### config.mk
export PLATFORM = sky130hd
export DESIGN_NAME = glyph_text_pixel_writer_top_flat
export DESIGN_NICKNAME = d
export VERILOG_FILES = /design/src/design/gtpw_pkg.sv /design/src/design/gtpw_if.sv /design/src/design/gtpw_glyph_mask.sv /design/src/design/glyph_text_pixel_writer_top.sv /design/src/flat_wrapper.sv
export SDC_FILE = /design/constraint.sdc
export NUM_CORES = 1
export LEC_CHECK = 0
export ABC_CLOCK_PERIOD_IN_PS = 6900
export CAP_MARGIN = 20
export CORE_UTILIZATION = 30
export CTS_CLUSTER_DIAMETER = 60
export DETAILED_ROUTE_END_ITERATION = 7
export DONT_BUFFER_PORTS = 1
export PLACE_DENSITY_LB_ADDON = 0.1
export SYNTH_ARGS = -nofsm -noshare
export SYNTH_HDL_FRONTEND = slang
export SYNTH_SLANG_ARGS = --single-unit
### constraint.sdc
create_clock -name i_clk -period 6.9 [get_ports i_clk]
set_clock_uncertainty 0.2 [all_clocks]
set_input_delay 0.345 -clock i_clk [delete_from_list [all_inputs] [get_ports i_clk]]
set_output_delay 0.345 -clock i_clk [all_outputs]
set_load 0.02 [all_outputs]
### src/design/gtpw_pkg.sv
// ----------------------------------------------------------------------------
// gtpw_pkg: shared types and constants of the glyph text pixel writer
// Field widths, the sequencer state type, the 5x7 font and the character
// to font slot mapping.
// ----------------------------------------------------------------------------
package gtpw_pkg;

    localparam int unsigned CODE_W    = 8;
    localparam int unsigned POS_W     = 12;
    localparam int unsigned COLOR_W   = 16;
    localparam int unsigned ADDR_W    = 20;
    localparam int unsigned COORD_W   = 10;
    localparam int unsigned WIDTH_W   = 11;
    localparam int unsigned HEIGHT_W  = 10;
    localparam int unsigned CURSOR_W  = 13;
    localparam int unsigned CFG_IDX_W = 1;

    localparam int unsigned GLYPH_ROWS    = 7;
    localparam int unsigned GLYPH_COLS    = 5;
    localparam int unsigned GLYPH_CELLS   = GLYPH_ROWS * GLYPH_COLS;
    localparam int unsigned GLYPH_SLOTS   = 39;
    localparam int unsigned GLYPH_ADVANCE = 6;
    localparam int unsigned SLOT_W        = 6;
    localparam int unsigned ROW_W         = 3;
    localparam int unsigned CELL_IDX_W    = 6;

    localparam logic [SLOT_W-1:0] DIGIT_BASE = 6'd26;
    localparam logic [SLOT_W-1:0] SPACE_SLOT = 6'd36;
    localparam logic [SLOT_W-1:0] COLON_SLOT = 6'd37;
    localparam logic [SLOT_W-1:0] COMMA_SLOT = 6'd38;
    localparam logic [SLOT_W-1:0] NO_GLYPH   = 6'd63;

    localparam logic [CODE_W-1:0] CHAR_UPPER_A = 8'h41;
    localparam logic [CODE_W-1:0] CHAR_UPPER_Z = 8'h5A;
    localparam logic [CODE_W-1:0] CHAR_LOWER_A = 8'h61;
    localparam logic [CODE_W-1:0] CHAR_LOWER_Z = 8'h7A;
    localparam logic [CODE_W-1:0] CHAR_ZERO    = 8'h30;
    localparam logic [CODE_W-1:0] CHAR_NINE    = 8'h39;
    localparam logic [CODE_W-1:0] CHAR_SPACE   = 8'h20;
    localparam logic [CODE_W-1:0] CHAR_COLON   = 8'h3A;
    localparam logic [CODE_W-1:0] CHAR_COMMA   = 8'h2C;

    // Configuration register indexes.
    localparam logic [CFG_IDX_W-1:0] REG_IMAGE_WIDTH  = 1'b0;
    localparam logic [CFG_IDX_W-1:0] REG_IMAGE_HEIGHT = 1'b1;

    localparam logic [WIDTH_W-1:0]  IMAGE_WIDTH_RST  = 11'd320;
    localparam logic [HEIGHT_W-1:0] IMAGE_HEIGHT_RST = 10'd240;

    typedef enum logic [1:0] {
        ST_IDLE,
        ST_SETUP,
        ST_SCAN
    } t_state;

    typedef struct packed {
        logic [ADDR_W-1:0]  pixel_address;
        logic [COORD_W-1:0] pixel_x;
        logic [COORD_W-1:0] pixel_y;
        logic [COLOR_W-1:0] pixel_color;
        logic               last_write;
    } t_pixel;

    // Each row holds five columns, leftmost column in bit 4.
    localparam logic [4:0] FONT_ROM [GLYPH_SLOTS][GLYPH_ROWS] = '{
        '{5'h0E, 5'h11, 5'h11, 5'h1F, 5'h11, 5'h11, 5'h11},
        '{5'h1E, 5'h11, 5'h11, 5'h1E, 5'h11, 5'h11, 5'h1E},
        '{5'h0E, 5'h11, 5'h10, 5'h10, 5'h10, 5'h11, 5'h0E},
        '{5'h1E, 5'h11, 5'h11, 5'h11, 5'h11, 5'h11, 5'h1E},
        '{5'h1F, 5'h10, 5'h10, 5'h1E, 5'h10, 5'h10, 5'h1F},
        '{5'h1F, 5'h10, 5'h10, 5'h1E, 5'h10, 5'h10, 5'h10},
        '{5'h0E, 5'h11, 5'h10, 5'h17, 5'h11, 5'h11, 5'h0F},
        '{5'h11, 5'h11, 5'h11, 5'h1F, 5'h11, 5'h11, 5'h11},
        '{5'h0E, 5'h04, 5'h04, 5'h04, 5'h04, 5'h04, 5'h0E},
        '{5'h07, 5'h02, 5'h02, 5'h02, 5'h02, 5'h12, 5'h0C},
        '{5'h11, 5'h12, 5'h14, 5'h18, 5'h14, 5'h12, 5'h11},
        '{5'h10, 5'h10, 5'h10, 5'h10, 5'h10, 5'h10, 5'h1F},
        '{5'h11, 5'h1B, 5'h15, 5'h15, 5'h11, 5'h11, 5'h11},
        '{5'h11, 5'h19, 5'h15, 5'h13, 5'h11, 5'h11, 5'h11},
        '{5'h0E, 5'h11, 5'h11, 5'h11, 5'h11, 5'h11, 5'h0E},
        '{5'h1E, 5'h11, 5'h11, 5'h1E, 5'h10, 5'h10, 5'h10},
        '{5'h0E, 5'h11, 5'h11, 5'h11, 5'h15, 5'h12, 5'h0D},
        '{5'h1E, 5'h11, 5'h11, 5'h1E, 5'h14, 5'h12, 5'h11},
        '{5'h0E, 5'h11, 5'h10, 5'h0E, 5'h01, 5'h11, 5'h0E},
        '{5'h1F, 5'h04, 5'h04, 5'h04, 5'h04, 5'h04, 5'h04},
        '{5'h11, 5'h11, 5'h11, 5'h11, 5'h11, 5'h11, 5'h0E},
        '{5'h11, 5'h11, 5'h11, 5'h11, 5'h11, 5'h0A, 5'h04},
        '{5'h11, 5'h11, 5'h11, 5'h15, 5'h15, 5'h15, 5'h0A},
        '{5'h11, 5'h11, 5'h0A, 5'h04, 5'h0A, 5'h11, 5'h11},
        '{5'h11, 5'h11, 5'h0A, 5'h04, 5'h04, 5'h04, 5'h04},
        '{5'h1F, 5'h01, 5'h02, 5'h04, 5'h08, 5'h10, 5'h1F},
        '{5'h0E, 5'h11, 5'h13, 5'h15, 5'h19, 5'h11, 5'h0E},
        '{5'h04, 5'h0C, 5'h04, 5'h04, 5'h04, 5'h04, 5'h0E},
        '{5'h0E, 5'h11, 5'h01, 5'h02, 5'h04, 5'h08, 5'h1F},
        '{5'h0E, 5'h11, 5'h01, 5'h06, 5'h01, 5'h11, 5'h0E},
        '{5'h02, 5'h06, 5'h0A, 5'h12, 5'h1F, 5'h02, 5'h02},
        '{5'h1F, 5'h10, 5'h1E, 5'h01, 5'h01, 5'h11, 5'h0E},
        '{5'h06, 5'h08, 5'h10, 5'h1E, 5'h11, 5'h11, 5'h0E},
        '{5'h1F, 5'h01, 5'h02, 5'h04, 5'h08, 5'h08, 5'h08},
        '{5'h0E, 5'h11, 5'h11, 5'h0E, 5'h11, 5'h11, 5'h0E},
        '{5'h0E, 5'h11, 5'h11, 5'h0F, 5'h01, 5'h02, 5'h0C},
        '{5'h00, 5'h00, 5'h00, 5'h00, 5'h00, 5'h00, 5'h00},
        '{5'h00, 5'h00, 5'h04, 5'h00, 5'h04, 5'h00, 5'h00},
        '{5'h00, 5'h00, 5'h00, 5'h00, 5'h00, 5'h04, 5'h08}
    };

    // Letters fold onto one set of slots; unknown codes get no glyph.
    function automatic logic [SLOT_W-1:0] glyph_slot(input logic [CODE_W-1:0] code);
        logic [SLOT_W-1:0] slot;
        slot = NO_GLYPH;
        if (code >= CHAR_UPPER_A && code <= CHAR_UPPER_Z) begin
            slot = SLOT_W'(code - CHAR_UPPER_A);
        end else if (code >= CHAR_LOWER_A && code <= CHAR_LOWER_Z) begin
            slot = SLOT_W'(code - CHAR_LOWER_A);
        end else if (code >= CHAR_ZERO && code <= CHAR_NINE) begin
            slot = DIGIT_BASE + SLOT_W'(code - CHAR_ZERO);
        end else if (code == CHAR_SPACE) begin
            slot = SPACE_SLOT;
        end else if (code == CHAR_COLON) begin
            slot = COLON_SLOT;
        end else if (code == CHAR_COMMA) begin
            slot = COMMA_SLOT;
        end
        return slot;
    endfunction

endpackage

### src/design/gtpw_if.sv
// ----------------------------------------------------------------------------
// gtpw interfaces: request channels of the glyph text pixel writer
// Character requests in, pixel write requests out, and register writes.
// ----------------------------------------------------------------------------
interface gtpw_char_if import gtpw_pkg::*; ();
    logic                      valid;
    logic                      ready;
    logic [CODE_W-1:0]         char_code;
    logic                      starts_text;
    logic signed [POS_W-1:0]   start_x;
    logic signed [POS_W-1:0]   start_y;
    logic [COLOR_W-1:0]        ink_color;

    modport source (output valid, char_code, starts_text, start_x, start_y, ink_color,
                    input ready);
    modport sink (input valid, char_code, starts_text, start_x, start_y, ink_color,
                  output ready);
endinterface

interface gtpw_pixel_if import gtpw_pkg::*; ();
    logic                valid;
    logic                ready;
    logic [ADDR_W-1:0]   pixel_address;
    logic [COORD_W-1:0]  pixel_x;
    logic [COORD_W-1:0]  pixel_y;
    logic [COLOR_W-1:0]  pixel_color;
    logic                last_write;

    modport source (output valid, pixel_address, pixel_x, pixel_y, pixel_color, last_write,
                    input ready);
    modport sink (input valid, pixel_address, pixel_x, pixel_y, pixel_color, last_write,
                  output ready);
endinterface

interface gtpw_cfg_if import gtpw_pkg::*; ();
    logic                  valid;
    logic                  ready;
    logic [CFG_IDX_W-1:0]  index;
    logic [WIDTH_W-1:0]    data;

    modport source (output valid, index, data, input ready);
    modport sink (input valid, index, data, output ready);
endinterface

### src/design/gtpw_glyph_mask.sv
// ----------------------------------------------------------------------------
// gtpw_glyph_mask: visible lit cells of one glyph
// Looks up the glyph rows and clips every cell against the frame, giving
// one bit per cell in row-major order.
// ----------------------------------------------------------------------------
module gtpw_glyph_mask import gtpw_pkg::*; (
    input  logic [SLOT_W-1:0]          i_slot,
    input  logic signed [CURSOR_W-1:0] i_cursor,
    input  logic signed [POS_W-1:0]    i_top,
    input  logic [WIDTH_W-1:0]         i_width,
    input  logic [HEIGHT_W-1:0]        i_height,
    output logic [GLYPH_CELLS-1:0]     o_mask
);

    logic [4:0]            rows [GLYPH_ROWS];
    logic [GLYPH_ROWS-1:0] row_vis;
    logic [GLYPH_COLS-1:0] col_vis;
    logic signed [CURSOR_W-1:0] py [GLYPH_ROWS];
    logic signed [CURSOR_W-1:0] px [GLYPH_COLS];

    always_comb begin
        for (int r = 0; r < GLYPH_ROWS; r++) begin
            rows[r] = (i_slot < SLOT_W'(GLYPH_SLOTS)) ? FONT_ROM[i_slot][r] : 5'h00;
            py[r] = $signed({i_top[POS_W-1], i_top}) + $signed(CURSOR_W'(r));
            row_vis[r] = (py[r] >= 0)
                       && (py[r] < $signed({{(CURSOR_W-HEIGHT_W){1'b0}}, i_height}));
        end
        for (int c = 0; c < GLYPH_COLS; c++) begin
            px[c] = i_cursor + $signed(CURSOR_W'(c));
            col_vis[c] = (px[c] >= 0)
                       && (px[c] < $signed({{(CURSOR_W-WIDTH_W){1'b0}}, i_width}));
        end
        for (int r = 0; r < GLYPH_ROWS; r++) begin
            for (int c = 0; c < GLYPH_COLS; c++) begin
                o_mask[r*GLYPH_COLS + c] = rows[r][GLYPH_COLS-1-c] & row_vis[r] & col_vis[c];
            end
        end
    end

endmodule

### src/design/glyph_text_pixel_writer_top.sv
// ----------------------------------------------------------------------------
// glyph_text_pixel_writer_top: 5x7 font text renderer producing pixel writes
// Draws one character per request and emits one pixel write request for
// every lit glyph pixel that lies inside the configured frame.
// ----------------------------------------------------------------------------
// The block takes one character request at a time and is not ready while it
// draws. A request with starts_text set loads the start column and top row
// and restarts a stopped string. A character whose glyph would reach the
// right edge stops the string, and later characters are dropped until the
// next start. Dropped characters are taken without drawing. A drawn
// character is accepted in the idle state, builds its clipped glyph mask
// and the row base address (the only multiply) in the setup state, and
// then scans the glyph cells up to and including its last visible lit
// pixel, waiting while the pixel sink holds ready low. The scan walks the
// 35 cells in row-major order. A character without glyph, or with no
// visible pixel, returns to idle from the setup state. last_write marks
// the final pixel request of a character. Registers must be written only
// while the block is idle; the block itself does not enforce it. The
// register port is always ready.
// ----------------------------------------------------------------------------
module glyph_text_pixel_writer_top import gtpw_pkg::*; (
    input  logic          i_clk,
    input  logic          i_rst_n,
    gtpw_char_if.sink     i_char,
    gtpw_pixel_if.source  o_pixel,
    gtpw_cfg_if.sink      i_cfg
);

    t_state                     r_state, n_state;
    logic [WIDTH_W-1:0]         r_width;
    logic [HEIGHT_W-1:0]        r_height;
    logic signed [CURSOR_W-1:0] r_cursor, n_cursor;
    logic signed [POS_W-1:0]    r_top, n_top;
    logic                       r_stopped, n_stopped;
    logic [SLOT_W-1:0]          r_slot, n_slot;
    logic [COLOR_W-1:0]         r_ink, n_ink;
    logic [GLYPH_CELLS-1:0]     r_mask, n_mask;
    logic [CELL_IDX_W-1:0]      r_pos, n_pos;
    logic [ROW_W-1:0]           r_row, n_row;
    logic [ROW_W-1:0]           r_col, n_col;
    logic [ADDR_W-1:0]          r_base, n_base;
    t_pixel                     r_out, n_out;
    logic                       r_out_valid, n_out_valid;

    logic [GLYPH_CELLS-1:0]     glyph_mask;
    logic signed [23:0]         row0_prod;
    logic signed [CURSOR_W-1:0] eff_cursor, cur_px, cur_py;
    logic signed [POS_W-1:0]    eff_top;
    logic                       eff_stopped;
    logic                       glyph_fits;
    logic                       char_accept;
    logic                       out_free;
    logic                       cell_lit;
    logic [GLYPH_CELLS-1:0]     mask_left;

    gtpw_glyph_mask u_mask (
        .i_slot   (r_slot),
        .i_cursor (r_cursor),
        .i_top    (r_top),
        .i_width  (r_width),
        .i_height (r_height),
        .o_mask   (glyph_mask)
    );

    assign i_char.ready = (r_state == ST_IDLE);
    assign char_accept  = i_char.valid && i_char.ready;
    assign i_cfg.ready  = 1'b1;

    assign o_pixel.valid         = r_out_valid;
    assign o_pixel.pixel_address = r_out.pixel_address;
    assign o_pixel.pixel_x       = r_out.pixel_x;
    assign o_pixel.pixel_y       = r_out.pixel_y;
    assign o_pixel.pixel_color   = r_out.pixel_color;
    assign o_pixel.last_write    = r_out.last_write;

    // A start request overrides the saved cursor, top row and stop flag.
    assign eff_cursor  = i_char.starts_text ? $signed({i_char.start_x[POS_W-1], i_char.start_x})
                                            : r_cursor;
    assign eff_top     = i_char.starts_text ? i_char.start_y : r_top;
    assign eff_stopped = i_char.starts_text ? 1'b0 : r_stopped;
    assign glyph_fits  = (eff_cursor + 13'sd5)
                       < $signed({{(CURSOR_W-WIDTH_W){1'b0}}, r_width});

    // Address of column zero of the glyph's first row, modulo the field width.
    assign row0_prod = $signed(r_top) * $signed({1'b0, r_width});

    assign cur_px    = r_cursor + $signed({{(CURSOR_W-ROW_W){1'b0}}, r_col});
    assign cur_py    = $signed({r_top[POS_W-1], r_top})
                     + $signed({{(CURSOR_W-ROW_W){1'b0}}, r_row});
    assign out_free  = !r_out_valid || o_pixel.ready;
    assign cell_lit  = r_mask[r_pos];
    assign mask_left = r_mask & ~(GLYPH_CELLS'(1) << r_pos);

    always_ff @(posedge i_clk) begin
        if (!i_rst_n) begin
            r_state     <= ST_IDLE;
            r_width     <= IMAGE_WIDTH_RST;
            r_height    <= IMAGE_HEIGHT_RST;
            r_cursor    <= '0;
            r_top       <= '0;
            r_stopped   <= 1'b0;
            r_out_valid <= 1'b0;
        end else begin
            r_state     <= n_state;
            r_cursor    <= n_cursor;
            r_top       <= n_top;
            r_stopped   <= n_stopped;
            r_out_valid <= n_out_valid;
            if (i_cfg.valid) begin
                unique case (i_cfg.index)
                    REG_IMAGE_WIDTH:  r_width  <= i_cfg.data;
                    REG_IMAGE_HEIGHT: r_height <= i_cfg.data[HEIGHT_W-1:0];
                endcase
            end
        end
    end

    always_ff @(posedge i_clk) begin
        r_slot <= n_slot;
        r_ink  <= n_ink;
        r_mask <= n_mask;
        r_pos  <= n_pos;
        r_row  <= n_row;
        r_col  <= n_col;
        r_base <= n_base;
        r_out  <= n_out;
    end

    always_comb begin
        n_state     = r_state;
        n_cursor    = r_cursor;
        n_top       = r_top;
        n_stopped   = r_stopped;
        n_slot      = r_slot;
        n_ink       = r_ink;
        n_mask      = r_mask;
        n_pos       = r_pos;
        n_row       = r_row;
        n_col       = r_col;
        n_base      = r_base;
        n_out       = r_out;
        n_out_valid = r_out_valid && !o_pixel.ready;

        unique case (r_state)
            ST_IDLE: begin
                if (char_accept) begin
                    n_cursor  = eff_cursor;
                    n_top     = eff_top;
                    n_stopped = eff_stopped;
                    if (!eff_stopped) begin
                        if (!glyph_fits) begin
                            n_stopped = 1'b1;
                        end else begin
                            n_slot  = glyph_slot(i_char.char_code);
                            n_ink   = i_char.ink_color;
                            n_state = ST_SETUP;
                        end
                    end
                end
            end
            ST_SETUP: begin
                n_mask = glyph_mask;
                n_base = row0_prod[ADDR_W-1:0];
                n_pos  = '0;
                n_row  = '0;
                n_col  = '0;
                if (glyph_mask == '0) begin
                    n_cursor = r_cursor + CURSOR_W'(GLYPH_ADVANCE);
                    n_state  = ST_IDLE;
                end else begin
                    n_state = ST_SCAN;
                end
            end
            ST_SCAN: begin
                // An unlit cell moves on at once; a lit one waits for room.
                if (!cell_lit || out_free) begin
                    n_mask = mask_left;
                    if (cell_lit) begin
                        n_out.pixel_address = r_base + {{(ADDR_W-CURSOR_W){1'b0}}, cur_px};
                        n_out.pixel_x       = cur_px[COORD_W-1:0];
                        n_out.pixel_y       = cur_py[COORD_W-1:0];
                        n_out.pixel_color   = r_ink;
                        n_out.last_write    = (mask_left == '0);
                        n_out_valid         = 1'b1;
                    end
                    n_pos = r_pos + 1'b1;
                    if (r_col == ROW_W'(GLYPH_COLS - 1)) begin
                        n_col  = '0;
                        n_row  = r_row + 1'b1;
                        n_base = r_base + {{(ADDR_W-WIDTH_W){1'b0}}, r_width};
                    end else begin
                        n_col = r_col + 1'b1;
                    end
                    if (mask_left == '0) begin
                        n_cursor = r_cursor + CURSOR_W'(GLYPH_ADVANCE);
                        n_state  = ST_IDLE;
                    end
                end
            end
            default: begin
                n_state = ST_IDLE;
            end
        endcase
    end

`ifndef SYNTHESIS
    a_scan_has_work: assert property (@(posedge i_clk) disable iff (!i_rst_n)
        (r_state == ST_SCAN) |-> (r_mask != '0))
        else $error("scan running with no lit cells left");

    a_scan_in_glyph: assert property (@(posedge i_clk) disable iff (!i_rst_n)
        (r_state == ST_SCAN) |-> (r_pos < CELL_IDX_W'(GLYPH_CELLS)))
        else $error("scan position beyond glyph");

    a_cursor_advance: assert property (@(posedge i_clk) disable iff (!i_rst_n)
        (r_state != ST_IDLE && n_state == ST_IDLE)
        |=> (r_cursor == $past(r_cursor) + CURSOR_W'(GLYPH_ADVANCE)))
        else $error("cursor did not advance by one glyph");

    a_pixel_in_frame: assert property (@(posedge i_clk) disable iff (!i_rst_n)
        r_out_valid |-> (({1'b0, r_out.pixel_x} < r_width)
                         && (r_out.pixel_y < r_height)))
        else $error("pixel request outside the frame");
`endif

endmodule
### src/flat_wrapper.sv
// flat-port wrapper written by rule: the top's interface ports become plain ports
module glyph_text_pixel_writer_top_flat import gtpw_pkg::*;
  (i_clk, i_rst_n, i_char_valid, i_char_char_code, i_char_starts_text, i_char_start_x, i_char_start_y, i_char_ink_color, i_char_ready, o_pixel_valid, o_pixel_pixel_address, o_pixel_pixel_x, o_pixel_pixel_y, o_pixel_pixel_color, o_pixel_last_write, o_pixel_ready, i_cfg_valid, i_cfg_index, i_cfg_data, i_cfg_ready);
  gtpw_char_if i_char_i ();
  gtpw_pixel_if o_pixel_i ();
  gtpw_cfg_if i_cfg_i ();
  input  logic i_clk;
  input  logic i_rst_n;
  input wire logic [$bits(i_char_i.valid)-1:0] i_char_valid;
  input wire logic [$bits(i_char_i.char_code)-1:0] i_char_char_code;
  input wire logic [$bits(i_char_i.starts_text)-1:0] i_char_starts_text;
  input wire logic [$bits(i_char_i.start_x)-1:0] i_char_start_x;
  input wire logic [$bits(i_char_i.start_y)-1:0] i_char_start_y;
  input wire logic [$bits(i_char_i.ink_color)-1:0] i_char_ink_color;
  output wire logic [$bits(i_char_i.ready)-1:0] i_char_ready;
  output wire logic [$bits(o_pixel_i.valid)-1:0] o_pixel_valid;
  output wire logic [$bits(o_pixel_i.pixel_address)-1:0] o_pixel_pixel_address;
  output wire logic [$bits(o_pixel_i.pixel_x)-1:0] o_pixel_pixel_x;
  output wire logic [$bits(o_pixel_i.pixel_y)-1:0] o_pixel_pixel_y;
  output wire logic [$bits(o_pixel_i.pixel_color)-1:0] o_pixel_pixel_color;
  output wire logic [$bits(o_pixel_i.last_write)-1:0] o_pixel_last_write;
  input wire logic [$bits(o_pixel_i.ready)-1:0] o_pixel_ready;
  input wire logic [$bits(i_cfg_i.valid)-1:0] i_cfg_valid;
  input wire logic [$bits(i_cfg_i.index)-1:0] i_cfg_index;
  input wire logic [$bits(i_cfg_i.data)-1:0] i_cfg_data;
  output wire logic [$bits(i_cfg_i.ready)-1:0] i_cfg_ready;
  assign i_char_i.valid = i_char_valid;
  assign i_char_i.char_code = i_char_char_code;
  assign i_char_i.starts_text = i_char_starts_text;
  assign i_char_i.start_x = i_char_start_x;
  assign i_char_i.start_y = i_char_start_y;
  assign i_char_i.ink_color = i_char_ink_color;
  assign i_char_ready = i_char_i.ready;
  assign o_pixel_valid = o_pixel_i.valid;
  assign o_pixel_pixel_address = o_pixel_i.pixel_address;
  assign o_pixel_pixel_x = o_pixel_i.pixel_x;
  assign o_pixel_pixel_y = o_pixel_i.pixel_y;
  assign o_pixel_pixel_color = o_pixel_i.pixel_color;
  assign o_pixel_last_write = o_pixel_i.last_write;
  assign o_pixel_i.ready = o_pixel_ready;
  assign i_cfg_i.valid = i_cfg_valid;
  assign i_cfg_i.index = i_cfg_index;
  assign i_cfg_i.data = i_cfg_data;
  assign i_cfg_ready = i_cfg_i.ready;
  glyph_text_pixel_writer_top u_core (.i_clk(i_clk), .i_rst_n(i_rst_n), .i_char(i_char_i), .o_pixel(o_pixel_i), .i_cfg(i_cfg_i));
endmodule
# --- After elaboration in Yosys (flattened, before gate mapping) ---
# Memory sizes are Yosys's and may differ from the RTL's.
# Cells that the tools add are included.
totals:
  regBits: 196
  romBits: 2240
  in_bits: 66
  output_inout_bits: 60
  word_cells: 253
  n_memories: 1
classes:
  add_sub_neg: 23
  mul: 1
  order_cmp: 34
  eq_ne: 13
  shift: 1
  n_mux: 49
  n_bitwise: 75
  reduce_logical: 37
memory_table:
  columns: ["memory", "words", "width", "read_ports", "rd_ports_with_merged_regs", "wr", "line", "text"]
  rows:
  - ["(no name shown)", 64, 35, 1, 0, 0, "gtpw_glyph_mask.sv:23", "rows[r] = (i_slot < SLOT_W'(GLYPH_SLOTS)) ? FONT_ROM[i_slot][r] : 5'h00;"]
op_table:
  columns: ["operator", "n"]
  rows:
  - ["13-bit by 1-bit greater-or-equal comparator with 1-bit output, second input constant", 11]
  - ["35-bit two-way mux", 3]
  - ["13-bit by 11-bit < comparator with 1-bit output", 6]
  - ["13-bit by 12-bit < comparator with 1-bit output", 6]
  - ["1-bit AND", 70]
  - ["35-bit logical NOT", 2]
  - ["35-bit case mux with 2 select lines", 1]
  - ["13-bit two-way mux", 5]
  - ["20-bit two-way mux", 2]
  - ["5-bit two-way mux", 8]
  - ["20-bit case mux with 2 select lines", 1]
  - ["12-bit by 4-bit adder with 13-bit output, second input constant", 3]
  - ["13-bit by 3-bit adder with 13-bit output, second input constant", 3]
  - ["13-bit case mux with 3 select lines", 1]
  - ["6-bit two-way mux", 6]
  - ["35-bit AND", 1]
  - ["35-bit NOT", 1]
  - ["1-bit by 6-bit << shifter with 35-bit output, first input constant", 1]
  - ["12-bit by 3-bit adder with 13-bit output, second input constant", 2]
  - ["13-bit by 4-bit adder with 13-bit output, second input constant", 2]
  - ["8-bit by 6-bit equality test with 1-bit output, second input constant", 3]
  - ["20-bit by 11-bit adder with 20-bit output", 1]
  - ["20-bit by 13-bit adder with 20-bit output", 1]
  - ["12-bit by 12-bit multiplier with 20-bit output", 1]
  - ["42 further kinds", 92]

# --- Longest topological paths before layout ---
depth:
  ltp_word: 10
  depth_mapped: 23
  depth_no_buf: 22

# --- Modules after synthesis ---
# Synthesis repeated with hierarchy kept, for this count alone.
unflattened:
  cells_unflattened: 2507
  hier_area_um2: 21659.5
by_module_without_submodules:
  columns: ["module", "n_inst", "cells_per_inst", "area_each_um2", "seq_area_each_um2"]
  rows:
  - ["glyph_text_pixel_writer_top", 1, 1656, 15800.2, 5385.2]
  - ["gtpw_glyph_mask", 1, 851, 5859.4, 0.0]

# --- Least setup slack after synthesis ---
# Ideal clock, no wire load.
synth_timing:
  kind: "reg-to-reg"
  startpoint: "register u_core.r_top[8]"
  endpoint: "register u_core.r_base[19], data pin"
  setup_time_ps: 274
  arrival_time_ps: 5286
  t_required_ps: 6426
  setup_slack_ps: 1140
  path_stages_with_launch: 19
  n_path_buf: 3
  period_less_slack_ps: 5760
  path_cell_list: "dfxtp_1 > clkbuf_1 > buf_1 > clkbuf_1 > nand2_1 > fa_1 > inv_1 > fa_1 > fa_1 > fa_1 > fa_1 > ha_1 > or3_1 > o21ai_0 > a21oi_1 > a211o_1 > a21oi_1 > xnor2_1 > mux2i_1"
synth_via:
  elab_chain_cells: 2
synth_lines:
  columns: ["element", "line", "text"]
  rows:
  - ["start, declared", "glyph_text_pixel_writer_top.sv:33", "logic signed [POS_W-1:0] r_top, n_top;"]
  - ["start signal, assigned", "glyph_text_pixel_writer_top.sv:106", "r_top <= n_top;"]
  - ["12-bit by 12-bit multiplier with 20-bit output", "glyph_text_pixel_writer_top.sv:85", "assign row0_prod = $signed(r_top) * $signed({1'b0, r_width});"]
  - ["20-bit case mux with 2 select lines", "glyph_text_pixel_writer_top.sv:144", "unique case (r_state)"]
  - ["named net u_core.n_base[19]", "glyph_text_pixel_writer_top.sv:41", "logic [ADDR_W-1:0] r_base, n_base;"]
  - ["end signal, assigned", "glyph_text_pixel_writer_top.sv:125", "r_base <= n_base;"]
  - ["end, declared", "glyph_text_pixel_writer_top.sv:41", null]
# The timed path passes the listed nets, and every way through them passes these cells.
# A chain may end at the register's enable or synchronous reset.

# --- Worst setup path after layout ---
layout_timing:
  startpoint: "register u_core.r_top[11]"
  endpoint: "register u_core.r_base[19], data pin"
# The elaborated chain is that of the path after synthesis.

==> metrics.txt <==
post-CTS sizing=0; Fmax=167 MHz; # diodes=0; Worst VDD drop=0.173 mV; CP cell instances=clkinv_1, nor2_1, fa_1, fa_1, inv_1, fa_1, fa_1, inv_1, fa_1, ha_1, and3_1, a211o_1, a21oi_1, xnor2_1, mux2i_1; area delta synth->final=10.3%; grt ovf=0; worst hold start=i_char_char_code[3]; Setup CP Type=flop to flop; CP top delay family=adder cells; hold crit path type=input pin to flop; share of cells above drive strength 1=0.0544; Crit Path Max Fanout=14; Seq/Total Area, Yosys=0.252; initial antenna violation count=2; Post-Route Setup TNS=0 ns; root buf cell=clkbuf_16; total CTS buffers=17; Worst Hold Depth=3; leading cell type in the layout, fill and taps excluded=nand2_1; Startpoint Class=flop; syn_area_per_cell=between 8 and 9 µm²; CP dominant cell by count=fa_1; clk buf depth=2; detailed placement HPWL=between 50 and 60 mm; pin count of the biggest net entering global routing=66; highest-count cells in the layout ignoring fill and taps=nand2_1 (294), ha_1 (247), inv_1 (223); Critical-path top delay cell=dfxtp_1; status=complete, no violations; Max H-tree Level=4; Reg clk slew, reported paths=0.08 ns; worst r2r src=u_core.r_top[11]$_SDFFE_PN0P_; worst relative slew slack=0.296; post-synth cell types=96; Post-Syn Nets=approximately 2900; Core ar.=about 70000 µm²; TritonRoute pass-1 iters=7; number of routed nets with antenna violations=0; Pwr per Cell Area=304 nW/µm²; max_cap viols=0; placed inst area=around 22000 µm²; initial drt markers=1213; NumNets Final=2871; arrival time worst endpoint=6.03 ns; CP max stage delay=roughly 0.7 ns; Post-Syn Area=21400 µm²; min Tclk post-route=roughly 6 ns; R2R cell count=15; WL/cell=22.1 µm; total wire length=75.2 mm; post-route cell area=23600 µm²; # IOs=approximately 130; DR vias/cell=around 5.3; Final period util=0.868; Final Max Slew Viols=0; Synth area leader=edfxtp_1; Post-CTS Setup Inserts=0; hold endpoint=u_core.r_slot[5]$_DFFE_PP_; cell depth of the worst setup path=15; Ys Warns=0; worst hold slack=0.0249 ns; reg2reg setup slack=between 0.9 and 1 ns; first-pass GRT wire length=115 mm; port bufs=0; number of global-route vias before repair=18459; Overall Power=~7.2 mW; Post-Synthesis Cells=2451; asr flop ratio synth=0; RSZ-0062 raised after global routing=no; Row Count=97; Crit Reg-Reg Endpoint=u_core.r_base[19]$_DFFE_PP_; die width=269 µm; overall routing resource usage=0.212; die height=269 µm; final hold vios=0; Clk Latency, worst-skew pair=between 0.5 and 0.6 ns; critical path required time=6.94 ns; initial core utilization=0.304; Top FF cell, synth=edfxtp_1; Sink Count=approximately 200; EDFF count, synth=146; DR DRC count=0; leakage=about 9.7 nW; Vias=about 18000; top-area cell type share of the netlist area=0.205; Setup crit end kind=flop; top cells by area, synth=edfxtp_1 (20%), ha_1 (15%), fa_1 (10%); setup violators final=0; gpl congestion=about 0.90; CTS tree=built; die area=72400 µm²; worst slew pin tran=approximately 1.1 ns; crit path buf inv count=3; Yosys reg bits=196
## registers in the layout (all words and copies together), names as in the netlist, 11 cells and up
name / count
u_core.r_mask: 35
u_core.o_pixel.pixel_address: 20
u_core.r_base: 20
u_core.o_pixel.pixel_color: 16
u_core.r_ink: 16
u_core.r_cursor: 13
u_core.r_top: 12
u_core.r_width: 11
## synth_stat cells, types with 59 or more instances
library cell  instances
nor3_1               59
edfxtp_1            146
nand2_1             294
ha_1                248
o21ai_0             114
nand3_1              70
xor2_1               74
a21oi_1             152
xnor2_1             106
nor2_1              168
clkbuf_1             81
fa_1                108
inv_1               223
## final cells by class
type / count / area (µm²)
clock buffer: 18 / 429
clock inverter: 14 / 175
fill: 7395 / 46700
inverter: 231 / 867
multi-input combinational: 1897 / 14600
sequential: 196 / 5390
tap: 940 / 1180
timing repair buffer: 106 / 935
## repair_timing
action                                  CTS  global route
hold buffers                             54             0
hold endpoints to repair                 69             0
endpoints found under the setup margin    0             0
## worst max-delay path by stage
stage | start | to
after global routing | u_core.r_top[1]$_SDFFE_PN0P_ | u_core.r_base[18]$_DFFE_PP_
after global placement | u_core.r_top[11]$_SDFFE_PN0P_ | u_core.r_base[19]$_DFFE_PP_
after detailed placement | u_core.r_top[11]$_SDFFE_PN0P_ | u_core.r_base[19]$_DFFE_PP_
after floorplan | u_core.r_top[8]$_SDFFE_PN0P_ | u_core.r_base[19]$_DFFE_PP_
after CTS | u_core.r_top[11]$_SDFFE_PN0P_ | u_core.r_base[19]$_DFFE_PP_
final | u_core.r_top[11]$_SDFFE_PN0P_ | u_core.r_base[19]$_DFFE_PP_
## metrics by stage
stage,util,setup slack (ns),cells
2_1_floorplan,-,1.14,2451
4_1_cts,0.336,0.919,3400
6_report,0.336,0.914,3402
5_1_grt,0.336,0.528,3402
3_3_place_gp,0.319,1.04,3313
3_5_place_dp,0.319,0.912,3314
## per-layer routing
layer	vias up	track usage	share of wire
met5	-	0	0.00011
li1	8606	-	-
met1	8916	0.290	0.47
met4	2	0.0685	0.026
met3	93	0.0363	0.054
met2	539	0.337	0.45
## cell families (layout without fill, tap and decap cells)
group,after synthesis,in the layout,synth area share
simple gates,779,779,0.172
compound gates,537,537,0.165
buf+inv,358,369,0.0660
fa+ha+maj,356,356,0.246
flops,196,196,0.252
xor+xnor,180,180,0.0737
mux,44,44,0.0256
other cells,1,1,0.000175
## worst reg2reg max path: cells and delay by family (launching register included)
kind / cells / cell delay (ns)
adder cells (fa/ha/maj): 6 / 2.99
flip-flops: 1 / 0.69
AND/OR/NAND/NOR: 2 / 0.59
buffers and inverters: 3 / 0.57
AO/OA/AOI/OAI: 2 / 0.45
XOR/XNOR: 1 / 0.16
multiplexers: 1 / 0.09
## power by group
group	internal [mW]	total [mW]	leakage [nW]	switching (mW)
registers	1.75	2.24	1.77	0.484
logic	1.47	3.86	7.63	2.38
clock network	0.491	1.08	0.290	0.594
No activity file was read; power rests on OpenSTA's default activity.
